`src/rtl/twhsm_pkg.sv`:
```
// Shared types, constants and helper functions for the two-wire humidity sensor master.
// No dependencies.
package twhsm_pkg;

  localparam int unsigned ResetClocksDefault = 9;

  typedef enum logic [2:0] {
    FUNC_TICK    = 3'd0,
    FUNC_SOFTRST = 3'd1,
    FUNC_WRSTAT  = 3'd2,
    FUNC_RDSTAT  = 3'd3,
    FUNC_MEASURE = 3'd4,
    FUNC_RDMEAS  = 3'd5,
    FUNC_RSV6    = 3'd6,
    FUNC_RSV7    = 3'd7
  } func_e;

  typedef enum logic [2:0] {
    SEG_END  = 3'd0,
    SEG_RST  = 3'd1,
    SEG_WCMD = 3'd2,
    SEG_WARG = 3'd3,
    SEG_RACK = 3'd4,
    SEG_RNAK = 3'd5
  } seg_e;

  typedef enum logic [2:0] {
    REG_RESET   = 3'd0,
    REG_STAT_RD = 3'd1,
    REG_STAT_WR = 3'd2,
    REG_TEMP    = 3'd3,
    REG_HUMID   = 3'd4
  } reg_e;

  typedef struct packed {
    logic [2:0] func;
    logic [7:0] arg;
    logic       sda_in;
  } item_t;

  typedef struct packed {
    logic        scl;
    logic        sda_release;
    logic        busy_res;
    logic        done_res;
    logic        no_ack;
    logic        crc_bad;
    logic [15:0] value;
  } result_t;

  typedef struct packed {
    logic [7:0] reset_code;
    logic [7:0] status_read_code;
    logic [7:0] status_write_code;
    logic [7:0] temperature_code;
    logic [7:0] humidity_code;
  } cfg_t;

  function automatic logic [7:0] reverse8(input logic [7:0] v);
    logic [7:0] r;
    for (int i = 0; i < 8; i++) r[i] = v[7-i];
    return r;
  endfunction

  // Bit-serial CRC-8 update over one byte, polynomial 0x31.
  function automatic logic [7:0] crc_byte(input logic [7:0] crc_in, input logic [7:0] d_in);
    logic [7:0] c;
    logic [7:0] d;
    c = crc_in;
    d = d_in;
    for (int i = 0; i < 8; i++) begin
      if (c[7] ^ d[7]) c = {c[6:0], 1'b1} ^ 8'h30;
      else c = {c[6:0], 1'b0};
      d = {d[6:0], 1'b0};
    end
    return c;
  endfunction

  function automatic seg_e seg_lookup(input logic [2:0] op, input logic [1:0] seg);
    seg_e s;
    s = SEG_END;
    unique case (op)
      FUNC_SOFTRST, FUNC_MEASURE: begin
        if (seg == 2'd0) s = SEG_RST;
        else if (seg == 2'd1) s = SEG_WCMD;
      end
      FUNC_WRSTAT: begin
        if (seg == 2'd0) s = SEG_RST;
        else if (seg == 2'd1) s = SEG_WCMD;
        else if (seg == 2'd2) s = SEG_WARG;
      end
      FUNC_RDSTAT: begin
        if (seg == 2'd0) s = SEG_RST;
        else if (seg == 2'd1) s = SEG_WCMD;
        else if (seg == 2'd2) s = SEG_RACK;
        else s = SEG_RNAK;
      end
      FUNC_RDMEAS: begin
        if (seg == 2'd0 || seg == 2'd1) s = SEG_RACK;
        else if (seg == 2'd2) s = SEG_RNAK;
      end
      default: s = SEG_END;
    endcase
    return s;
  endfunction

endpackage

```
`src/rtl/twhsm_front.sv`:
```
// Front end: input queue interface and a two-entry item queue towards the engine.
// Depends on twhsm_pkg.
module twhsm_front (
  input  logic             clk_i,
  input  logic             rst_ni,
  input  logic             push,
  output logic             full,
  input  twhsm_pkg::item_t item_i,
  output logic             q_valid_o,
  output twhsm_pkg::item_t q_item_o,
  input  logic             q_take_i
);
  import twhsm_pkg::*;

  item_t      mem_q [2];
  logic       wr_q, rd_q;
  logic [1:0] cnt_q;
  logic       do_push, do_pop;

  assign full      = (cnt_q == 2'd2);
  assign do_push   = push && !full;
  assign q_valid_o = (cnt_q != 2'd0);
  assign do_pop    = q_take_i && q_valid_o;
  assign q_item_o  = mem_q[rd_q];

  // Advance pointers and fill count
  always_ff @(posedge clk_i or negedge rst_ni) begin
    if (!rst_ni) begin
      wr_q  <= 1'b0;
      rd_q  <= 1'b0;
      cnt_q <= 2'd0;
    end else begin
      if (do_push) wr_q <= !wr_q;
      if (do_pop) rd_q <= !rd_q;
      cnt_q <= cnt_q + 2'(do_push) - 2'(do_pop);
    end
  end

  // Hold item payloads
  always_ff @(posedge clk_i) begin
    if (do_push) mem_q[wr_q] <= item_i;
  end
endmodule

```
`src/rtl/twhsm_engine.sv`:
```
// Back end: bus sequencer that performs at most one line step per item and emits a result per item.
// Depends on twhsm_pkg.
module twhsm_engine #(
  parameter int unsigned RESET_CLOCKS = twhsm_pkg::ResetClocksDefault
) (
  input  logic               clk_i,
  input  logic               rst_ni,
  input  logic               in_valid_i,
  input  twhsm_pkg::item_t   item_i,
  output logic               in_take_o,
  input  twhsm_pkg::cfg_t    cfg_i,
  output logic               out_valid_o,
  output twhsm_pkg::result_t out_o,
  input  logic               out_take_i
);
  import twhsm_pkg::*;

  localparam int unsigned RstPulses = RESET_CLOCKS * 3;
  localparam int unsigned RstLen    = RstPulses + 8;

  logic [2:0]  op_q, op_d;
  logic [5:0]  ph_q, ph_d;
  logic [1:0]  r3_q, r3_d;
  logic [1:0]  seg_q, seg_d;
  logic [3:0]  bc_q, bc_d;
  logic [7:0]  sh_q, sh_d, crc_q, crc_d, st_q, st_d, arg_q, arg_d;
  logic [15:0] val_q, val_d;
  logic [1:0]  err_q, err_d;
  logic        scl_q, scl_d, sda_q, sda_d;
  logic        ov_q;
  result_t     res_q, res_d;
  logic        step, done;
  seg_e        kind, nxt;
  logic [7:0]  cmd, b;
  logic [5:0]  len;
  logic [2:0]  sq;

  // Accept an item when the result register is free or being drained
  assign in_take_o   = !ov_q || out_take_i;
  assign step        = in_valid_i && in_take_o;
  assign out_valid_o = ov_q;
  assign out_o       = res_q;

  always_comb begin
    unique case (op_q)
      FUNC_SOFTRST: cmd = cfg_i.reset_code;
      FUNC_WRSTAT:  cmd = cfg_i.status_write_code;
      FUNC_RDSTAT:  cmd = cfg_i.status_read_code;
      default:      cmd = arg_q[0] ? cfg_i.humidity_code : cfg_i.temperature_code;
    endcase
  end

  assign kind = seg_lookup(op_q, seg_q);
  assign b    = sh_q;
  assign sq   = 3'(ph_q - 6'(RstPulses));

  always_comb begin
    if (kind == SEG_RST) len = 6'(RstLen);
    else if (kind == SEG_WCMD || kind == SEG_WARG) len = 6'd27;
    else len = 6'd21;
  end

  // Step the sequencer
  always_comb begin
    op_d = op_q; ph_d = ph_q; r3_d = r3_q; seg_d = seg_q; bc_d = bc_q;
    sh_d = sh_q; crc_d = crc_q; st_d = st_q; arg_d = arg_q; val_d = val_q;
    err_d = err_q; scl_d = scl_q; sda_d = sda_q; done = 1'b0; nxt = SEG_END;
    if (op_q == FUNC_TICK) begin
      if (item_i.func >= FUNC_SOFTRST && item_i.func <= FUNC_RDMEAS) begin
        op_d = item_i.func; arg_d = item_i.arg; seg_d = '0; ph_d = '0;
        r3_d = '0; bc_d = '0; err_d = '0;
        crc_d = reverse8({4'h0, st_q[3:0]});
        if (item_i.func == FUNC_RDSTAT)
          crc_d = crc_byte(reverse8({4'h0, st_q[3:0]}), cfg_i.status_read_code);
        else if (item_i.func == FUNC_RDMEAS)
          crc_d = crc_byte(reverse8({4'h0, st_q[3:0]}),
                           item_i.arg[0] ? cfg_i.humidity_code : cfg_i.temperature_code);
      end
    end else if (item_i.func == FUNC_TICK) begin
      if (kind == SEG_RST) begin
        if (ph_q < 6'(RstPulses)) begin
          if (r3_q == 2'd0) sda_d = 1'b1;
          else scl_d = (r3_q == 2'd1);
        end else begin
          case (sq)
            3'd0: scl_d = 1'b0;
            3'd1: sda_d = 1'b1;
            3'd2: scl_d = 1'b1;
            3'd3: sda_d = 1'b0;
            3'd4: scl_d = 1'b0;
            3'd5: scl_d = 1'b1;
            3'd6: sda_d = 1'b1;
            default: scl_d = 1'b0;
          endcase
        end
      end else if (kind == SEG_WCMD || kind == SEG_WARG) begin
        if (ph_q < 6'd24) begin
          if (r3_q == 2'd0) sda_d = sh_q[7];
          else if (r3_q == 2'd1) scl_d = 1'b1;
          else begin
            scl_d = 1'b0; sh_d = {sh_q[6:0], 1'b0}; bc_d = bc_q + 4'd1;
          end
        end else if (ph_q == 6'd24) sda_d = 1'b1;
        else if (ph_q == 6'd25) scl_d = 1'b1;
        else begin
          if (item_i.sda_in) err_d[0] = 1'b1;
          scl_d = 1'b0;
        end
      end else begin
        if (ph_q == 6'd0) begin
          sda_d = 1'b1; sh_d = '0; bc_d = '0;
        end else if (ph_q <= 6'd16) begin
          if (ph_q[0]) scl_d = 1'b1;
          else begin
            sh_d = {sh_q[6:0], item_i.sda_in}; bc_d = bc_q + 4'd1; scl_d = 1'b0;
          end
        end else if (ph_q == 6'd17) sda_d = (kind == SEG_RNAK);
        else if (ph_q == 6'd18) scl_d = 1'b1;
        else if (ph_q == 6'd19) scl_d = 1'b0;
        else begin
          sda_d = 1'b1;
          if (kind == SEG_RNAK) begin
            if (reverse8(crc_q) != b) err_d[1] = 1'b1;
          end else begin
            crc_d = crc_byte(crc_q, b);
            if (op_q == FUNC_RDSTAT) val_d = {8'h00, b};
            else if (seg_q == 2'd0) val_d = {b, 8'h00};
            else val_d = {val_q[15:8], b};
          end
        end
      end
      ph_d = ph_q + 6'd1;
      r3_d = (r3_q == 2'd2) ? 2'd0 : r3_q + 2'd1;
      if (ph_q + 6'd1 >= len) begin
        ph_d = '0; r3_d = '0; bc_d = '0; seg_d = seg_q + 2'd1;
        nxt = (seg_q == 2'd3) ? SEG_END : seg_lookup(op_q, seg_q + 2'd1);
        if (nxt == SEG_WCMD) sh_d = cmd;
        else if (nxt == SEG_WARG) sh_d = arg_q;
        if (nxt == SEG_END) begin
          done = 1'b1;
          if (op_q == FUNC_SOFTRST && !err_d[0]) st_d = '0;
          else if (op_q == FUNC_WRSTAT && !err_d[0]) st_d = arg_q;
          else if (op_q == FUNC_RDSTAT && err_d == 2'b00) st_d = val_d[7:0];
          op_d = FUNC_TICK; seg_d = '0;
        end
      end
    end
    res_d.scl = scl_d; res_d.sda_release = sda_d; res_d.busy_res = (op_d != FUNC_TICK);
    res_d.done_res = done; res_d.no_ack = err_d[0]; res_d.crc_bad = err_d[1];
    res_d.value = val_d;
  end

  // Hold sequencer state and the result beat
  always_ff @(posedge clk_i or negedge rst_ni) begin
    if (!rst_ni) begin
      op_q <= FUNC_TICK; ph_q <= '0; r3_q <= '0; seg_q <= '0; bc_q <= '0;
      sh_q <= '0; crc_q <= '0; st_q <= '0; arg_q <= '0; val_q <= '0;
      err_q <= '0; scl_q <= 1'b0; sda_q <= 1'b1; ov_q <= 1'b0;
    end else begin
      if (step) begin
        op_q <= op_d; ph_q <= ph_d; r3_q <= r3_d; seg_q <= seg_d; bc_q <= bc_d;
        sh_q <= sh_d; crc_q <= crc_d; st_q <= st_d; arg_q <= arg_d; val_q <= val_d;
        err_q <= err_d; scl_q <= scl_d; sda_q <= sda_d;
      end
      if (step) ov_q <= 1'b1;
      else if (out_take_i) ov_q <= 1'b0;
    end
  end

  always_ff @(posedge clk_i) begin
    if (step) res_q <= res_d;
  end
endmodule

```
`src/rtl/twhsm_cfg.sv`:
```
// Configuration register file holding the five command bytes.
// Depends on twhsm_pkg.
module twhsm_cfg (
  input  logic            clk_i,
  input  logic            rst_ni,
  input  logic            cfg_valid_i,
  output logic            cfg_ready_o,
  input  logic [2:0]      cfg_index_i,
  input  logic [7:0]      cfg_data_i,
  output twhsm_pkg::cfg_t cfg_o
);
  import twhsm_pkg::*;

  cfg_t cfg_q;
  assign cfg_ready_o = 1'b1;
  assign cfg_o       = cfg_q;

  // Write the addressed command byte
  always_ff @(posedge clk_i or negedge rst_ni) begin
    if (!rst_ni) begin
      cfg_q <= '{8'd30, 8'd7, 8'd6, 8'd3, 8'd5};
    end else if (cfg_valid_i) begin
      unique case (cfg_index_i)
        REG_RESET:   cfg_q.reset_code        <= cfg_data_i;
        REG_STAT_RD: cfg_q.status_read_code  <= cfg_data_i;
        REG_STAT_WR: cfg_q.status_write_code <= cfg_data_i;
        REG_TEMP:    cfg_q.temperature_code  <= cfg_data_i;
        REG_HUMID:   cfg_q.humidity_code     <= cfg_data_i;
        default: ;
      endcase
    end
  end
endmodule

```
`src/rtl/two_wire_humidity_sensor_master_unit.sv`:
```
// Top level of the two-wire humidity sensor bus master.
// Depends on twhsm_pkg, twhsm_front, twhsm_cfg and twhsm_engine.
//
// One item in, one result out: a new item may be pushed every cycle while the
// queue is not full; a two-entry input queue and a result register let either
// side stall independently. A pushed item is registered in the input queue,
// and its result then in the result register. Configuration is to be written
// only while idle; the block itself does not enforce this.
module two_wire_humidity_sensor_master_unit #(
  parameter int unsigned RESET_CLOCKS = twhsm_pkg::ResetClocksDefault
) (
  input  logic               clk_i,
  input  logic               rst_ni,
  input  logic               push,
  output logic               full,
  input  twhsm_pkg::item_t   item_i,
  output logic               empty,
  input  logic               pop,
  output twhsm_pkg::result_t result_o,
  input  logic               cfg_valid_i,
  output logic               cfg_ready_o,
  input  logic [2:0]         cfg_index_i,
  input  logic [7:0]         cfg_data_i
);
  import twhsm_pkg::*;

  logic  q_valid, q_take, o_valid;
  item_t q_item;
  cfg_t  cfg;

  twhsm_front u_front (
    .clk_i, .rst_ni, .push, .full, .item_i,
    .q_valid_o(q_valid), .q_item_o(q_item), .q_take_i(q_take)
  );

  twhsm_cfg u_cfg (
    .clk_i, .rst_ni, .cfg_valid_i, .cfg_ready_o, .cfg_index_i, .cfg_data_i, .cfg_o(cfg)
  );

  twhsm_engine #(.RESET_CLOCKS(RESET_CLOCKS)) u_engine (
    .clk_i, .rst_ni, .in_valid_i(q_valid), .item_i(q_item), .in_take_o(q_take),
    .cfg_i(cfg), .out_valid_o(o_valid), .out_o(result_o), .out_take_i(pop)
  );

  assign empty = !o_valid;

  // A finishing beat is never busy
  a_done_idle: assert property (@(posedge clk_i) disable iff (!rst_ni)
    (!empty && result_o.done_res) |-> !result_o.busy_res) else $error("done while busy");

  // An unpopped result holds
  a_hold: assert property (@(posedge clk_i) disable iff (!rst_ni)
    (!empty && !pop) |=> $stable(result_o)) else $error("result changed while waiting");

  // A popped result with nothing queued leaves the output empty
  a_drain: assert property (@(posedge clk_i) disable iff (!rst_ni)
    (!empty && pop && !q_valid) |=> empty) else $error("spurious result");
endmodule
```
`config.mk`:
```
export PLATFORM = sky130hd
export DESIGN_NAME = two_wire_humidity_sensor_master_unit
export DESIGN_NICKNAME = d
export VERILOG_FILES = /design/src/rtl/twhsm_pkg.sv /design/src/rtl/twhsm_front.sv /design/src/rtl/twhsm_engine.sv /design/src/rtl/twhsm_cfg.sv /design/src/rtl/two_wire_humidity_sensor_master_unit.sv
export SDC_FILE = /design/constraint.sdc
export NUM_CORES = 1
export LEC_CHECK = 0
export BUFFER_PORTS_ARGS = -buffer_cell sky130_fd_sc_hd__buf_2
export CAP_MARGIN = 5
export CELL_PAD_IN_SITES_DETAIL_PLACEMENT = 0
export CELL_PAD_IN_SITES_GLOBAL_PLACEMENT = 1
export CORE_MARGIN = 3
export CORE_UTILIZATION = 46
export DETAILED_ROUTE_END_ITERATION = 10
export PLACE_DENSITY = 0.8
export SLEW_MARGIN = 20
export SYNTH_ARGS = -nofsm -noshare
export SYNTH_HDL_FRONTEND = slang
export SYNTH_SLANG_ARGS = --single-unit
```
`constraint.sdc`:
```
create_clock -name clk_i -period 8.2 [get_ports clk_i]
set_input_delay 0.41 -clock clk_i [delete_from_list [all_inputs] [get_ports clk_i]]
set_output_delay 0.41 -clock clk_i [all_outputs]
set_load 0.05 [all_outputs]
```
==> results.tsv <==
stage	metric	value	unit
setup_path	depth of the worst register-to-register path	12	
floorplanning	Die Span X	144	um
cells_and_area	Antenna Diode Count	0	
timing	least setup slack across all paths after layout	3600	ps
job	max-cap violations	0	
setup_path	Cell Chain, Critical Path	inv_1 -> ha_1 -> or3b_2 -> a21oi_1 -> a221o_1 -> nand3_1 -> ha_1 -> nand4_1 -> a2111oi_4 -> o21ai_2 -> o22ai_1 -> o221ai_1	
timing	Hold Fails Final Rpt	0	
worst_hold_path	worst min-delay path class	in -> async	
power	total power	4.26	mW
route	DRT Pass-1 Iters	5	
clock_tree	Clock transition at path regs	70	ps
cells_and_area	post-route non-filler standard cell count	1096	
cells_and_area	layout net count	901	
setup_path	worst setup path class	reg -> reg	
clock_tree	Skew-Pair Late Insertion Delay	430	ps
synth	Yosys reg bits	152	
placed_design	worst slack at placement	3670	ps
synth	area fraction of the dominant cell type after synthesis	0.264	
floorplanning	area of the core	0.0183	mm^2
clock_tree	maximum buffer depth of the clock tree	2	
setup_path	worst flop-to-flop path endpoint	u_engine.b[7]	
cells_and_area	share of final-layout standard cells stronger than drive strength 1	0.203	
timing	number of pins exceeding their max-slew limit in the final report	0	
route	count of unresolved DRC violations after routing	0	
setup_path	Data required, critical path	8470	ps
timing	max_slew headroom	0.335	
timing	final setup TNS	0	ps
route	Vias/cell	5.81	
floorplanning	total die area	0.0206	mm^2
synth	count of flip-flops with a built-in enable after synthesis	46	
setup_path	CP bufs+invs	1	
clock_tree	total clock buffers created by CTS	17	
cells_and_area	post-layout utilization of the core	0.533	
synth	Ys Warns	0	
floorplanning	initial cell density of the core	0.477	
clock_tree	hold buffer count at cts	0	
clock_tree	post-CTS setup buffer count	0	
cells_and_area	most common cell after layout, fill and taps aside	dfrtp_1	
clock_tree	count of clock tree sinks	152	
synth	share of flip-flops with an asynchronous set or reset	0.697	
global_routing	total global routing overflow	0	
synth	part of the Yosys area used for sequential elements	0.465	
placed_design	placement-stage cell area	0.00913	mm^2
placed_design	count of port buffers added during placement	51	
global_routing	wire length of the first global-routing pass	33800	um
placed_design	RePlAce Congestion	0.912	
timing	Final setup violation count	0	
setup_path	library cell contributing the largest single delay on the critical path	dfrtp_1	
global_routing	largest net degree at the start of global routing	57	
setup_path	Worst path top cell family by delay	compound AO/OA/AOI/OAI gates	
cells_and_area	top library cells by usage in the layout, fill and taps aside	dfrtp_1, nand2_1, o21ai_0, xnor2_1, mux2_2	
setup_path	internal reg-to-reg setup slack	3600	ps
synth	Syn Inst Count	819	
status	result of the run	finished, final reports clean	
route	Starting DRT DRC Count	500	
clock_tree	CTS tree	built	
cells_and_area	synthesis-to-layout area growth	11.9	%
global_routing	antenna violations before repair	0	
clock_tree	post-CTS resize count	0	
synth	largest area contributor in the netlist	dfrtp_1	
cells_and_area	total of fill cells in the finished design	1607	
cells_and_area	cell area after layout	0.00974	mm^2
floorplanning	height of the die	144	um
timing	setup skew after layout	14.0	ps
synth	combined area of all synthesized cells	0.00871	mm^2
clock_tree	clock root buffer	clkbuf_16	
timing	crit path time final	4600	ps
route	Total Wirelength	20900	um
route	vias after detailed routing	6371	
power	power density over the cells	438	mW/mm^2
power	reported leakage power	4.02	nW
timing	Fmax achieved	218	MHz
setup_path	CP dominant cell by count	ha_1	
synth	top flip-flop cell by instance count after synthesis	dfrtp_1	
timing	worst slew pin tran	996	ps
global_routing	number of global-route vias before repair	6104	
clock_tree	# H-tree levels	4	
synth	cells taking the most area after synthesis	dfrtp_1, edfxtp_1, mux2_2	
placed_design	Inst Count DP	1064	
placed_design	HPWL after DPL	15000	um
setup_path	maximum fanout along the worst path	17	
timing	setup repair after global routing missed its margin	false	
setup_path	reg-to-reg startpoint	u_engine.seg_q[0]	
timing	worst hold-check slack	27.4	ps
power	peak supply drop	0.288	mV
setup_path	critical path startpoint category	flop	
route	Routed Antenna Nets	0	
synth	post-synthesis average cell area	10.6	um^2
setup_path	Max stage delay on crit path	530	ps
synth	net count after synthesis	866	
global_routing	Total GRT Usage	0.211	
floorplanning	IO Count	53	
synth	number of distinct library cell variants in the gate-level netlist after synthesis	74	
floorplanning	number of rows in the core area	49	
setup_path	CP Data Arrival Time	4870	ps
timing	ratio of final minimum period to clock period	0.561	
route	post-detailed-route wirelength per cell	19.1	um
setup_path	Setup crit end kind	flop	
[flip-flops by register name (all words and copies together) (netlist names), 2 cells and up]
name,cells
u_engine.st_q,4
u_engine.val_q,16
u_engine.b,8
u_engine.arg_q,8
u_engine.err_q,2
u_engine.crc_q,8
u_engine.ph_q,6
u_front.cnt_q,2
u_engine.op_q,3
u_cfg.cfg_o,40
u_front.mem_q,24
u_engine.r3_q,2
u_engine.seg_q,2
u_engine.out_o,22
[power by group]
group / internal (mW) / switching (mW)
clock network: 0.492 / 0.317
registers: 1.08 / 0.307
logic: 0.828 / 1.24
[metal layers]
| layer | track usage | vias up | routed length, um | share of wire |
|---|---|---|---|---|
| met4 | 0.0530 | 0 | 288 | 0.014 |
| met5 | 0 | - | 0 | 0 |
| li1 | - | 3059 | - | - |
| met3 | 0.0386 | 20 | 834 | 0.040 |
| met2 | 0.325 | 157 | 9550 | 0.46 |
| met1 | 0.310 | 3135 | 10200 | 0.49 |
[synthesized netlist by cell type, types with 5 or more instances]
master and n:
nand3b_1 8, nor3_1 9, nor2b_1 11, o221a_2 5, dfstp_2 14, buf_2 7
nand3_1 17, o221ai_1 8, o32ai_1 7, or3_1 5, xnor2_1 54, a21o_1 10
nand4_1 14, a21oi_1 37, ha_1 19, o22ai_1 5, mux2i_1 35, o31ai_1 5
o21ai_0 56, nand2b_1 10, inv_1 34, mux2_2 53, xor2_1 26, edfxtp_1 46
o21ai_1 5, nand2_1 60, nor2_1 44, dfrtp_1 92, o211ai_1 7, clkbuf_1 30
a22o_1 22
[area by class of cell]
class	count	area, um^2	share of cell area
multi-input combinational	589	4340	0.446
clock inverter	12	163	0.0167
timing repair buffer	59	318	0.0326
sequential	152	4050	0.416
inverter	35	131	0.0135
tap	229	287	0.0294
clock buffer	20	447	0.0459
[how the worst max path moves through the flow]
stage	from	end	slack, ps	cells past startpoint
2_1_floorplan	u_engine.seg_q[0]	u_engine.st_q[2]	4350	12
3_3_place_gp	u_engine.seg_q[0]	u_engine.b[7]	3840	12
3_5_place_dp	u_engine.seg_q[0]	u_engine.b[7]	3670	12
4_1_cts	u_engine.seg_q[0]	u_engine.b[7]	3680	12
5_1_grt	u_engine.seg_q[0]	u_engine.b[7]	3250	12
6_report	u_engine.seg_q[0]	u_engine.b[7]	3600	12
[kinds of logic after synthesis]
family          after synthesis  synth area share
xor+xnor                     82            0.0858
flops                       152             0.465
simple gates                199             0.114
mux                          90             0.113
fa+ha+maj                    19            0.0273
compound gates              198             0.159
buf+inv                      78            0.0359
other cells                   1          0.000431
Power figures use the tool's default switching activity.
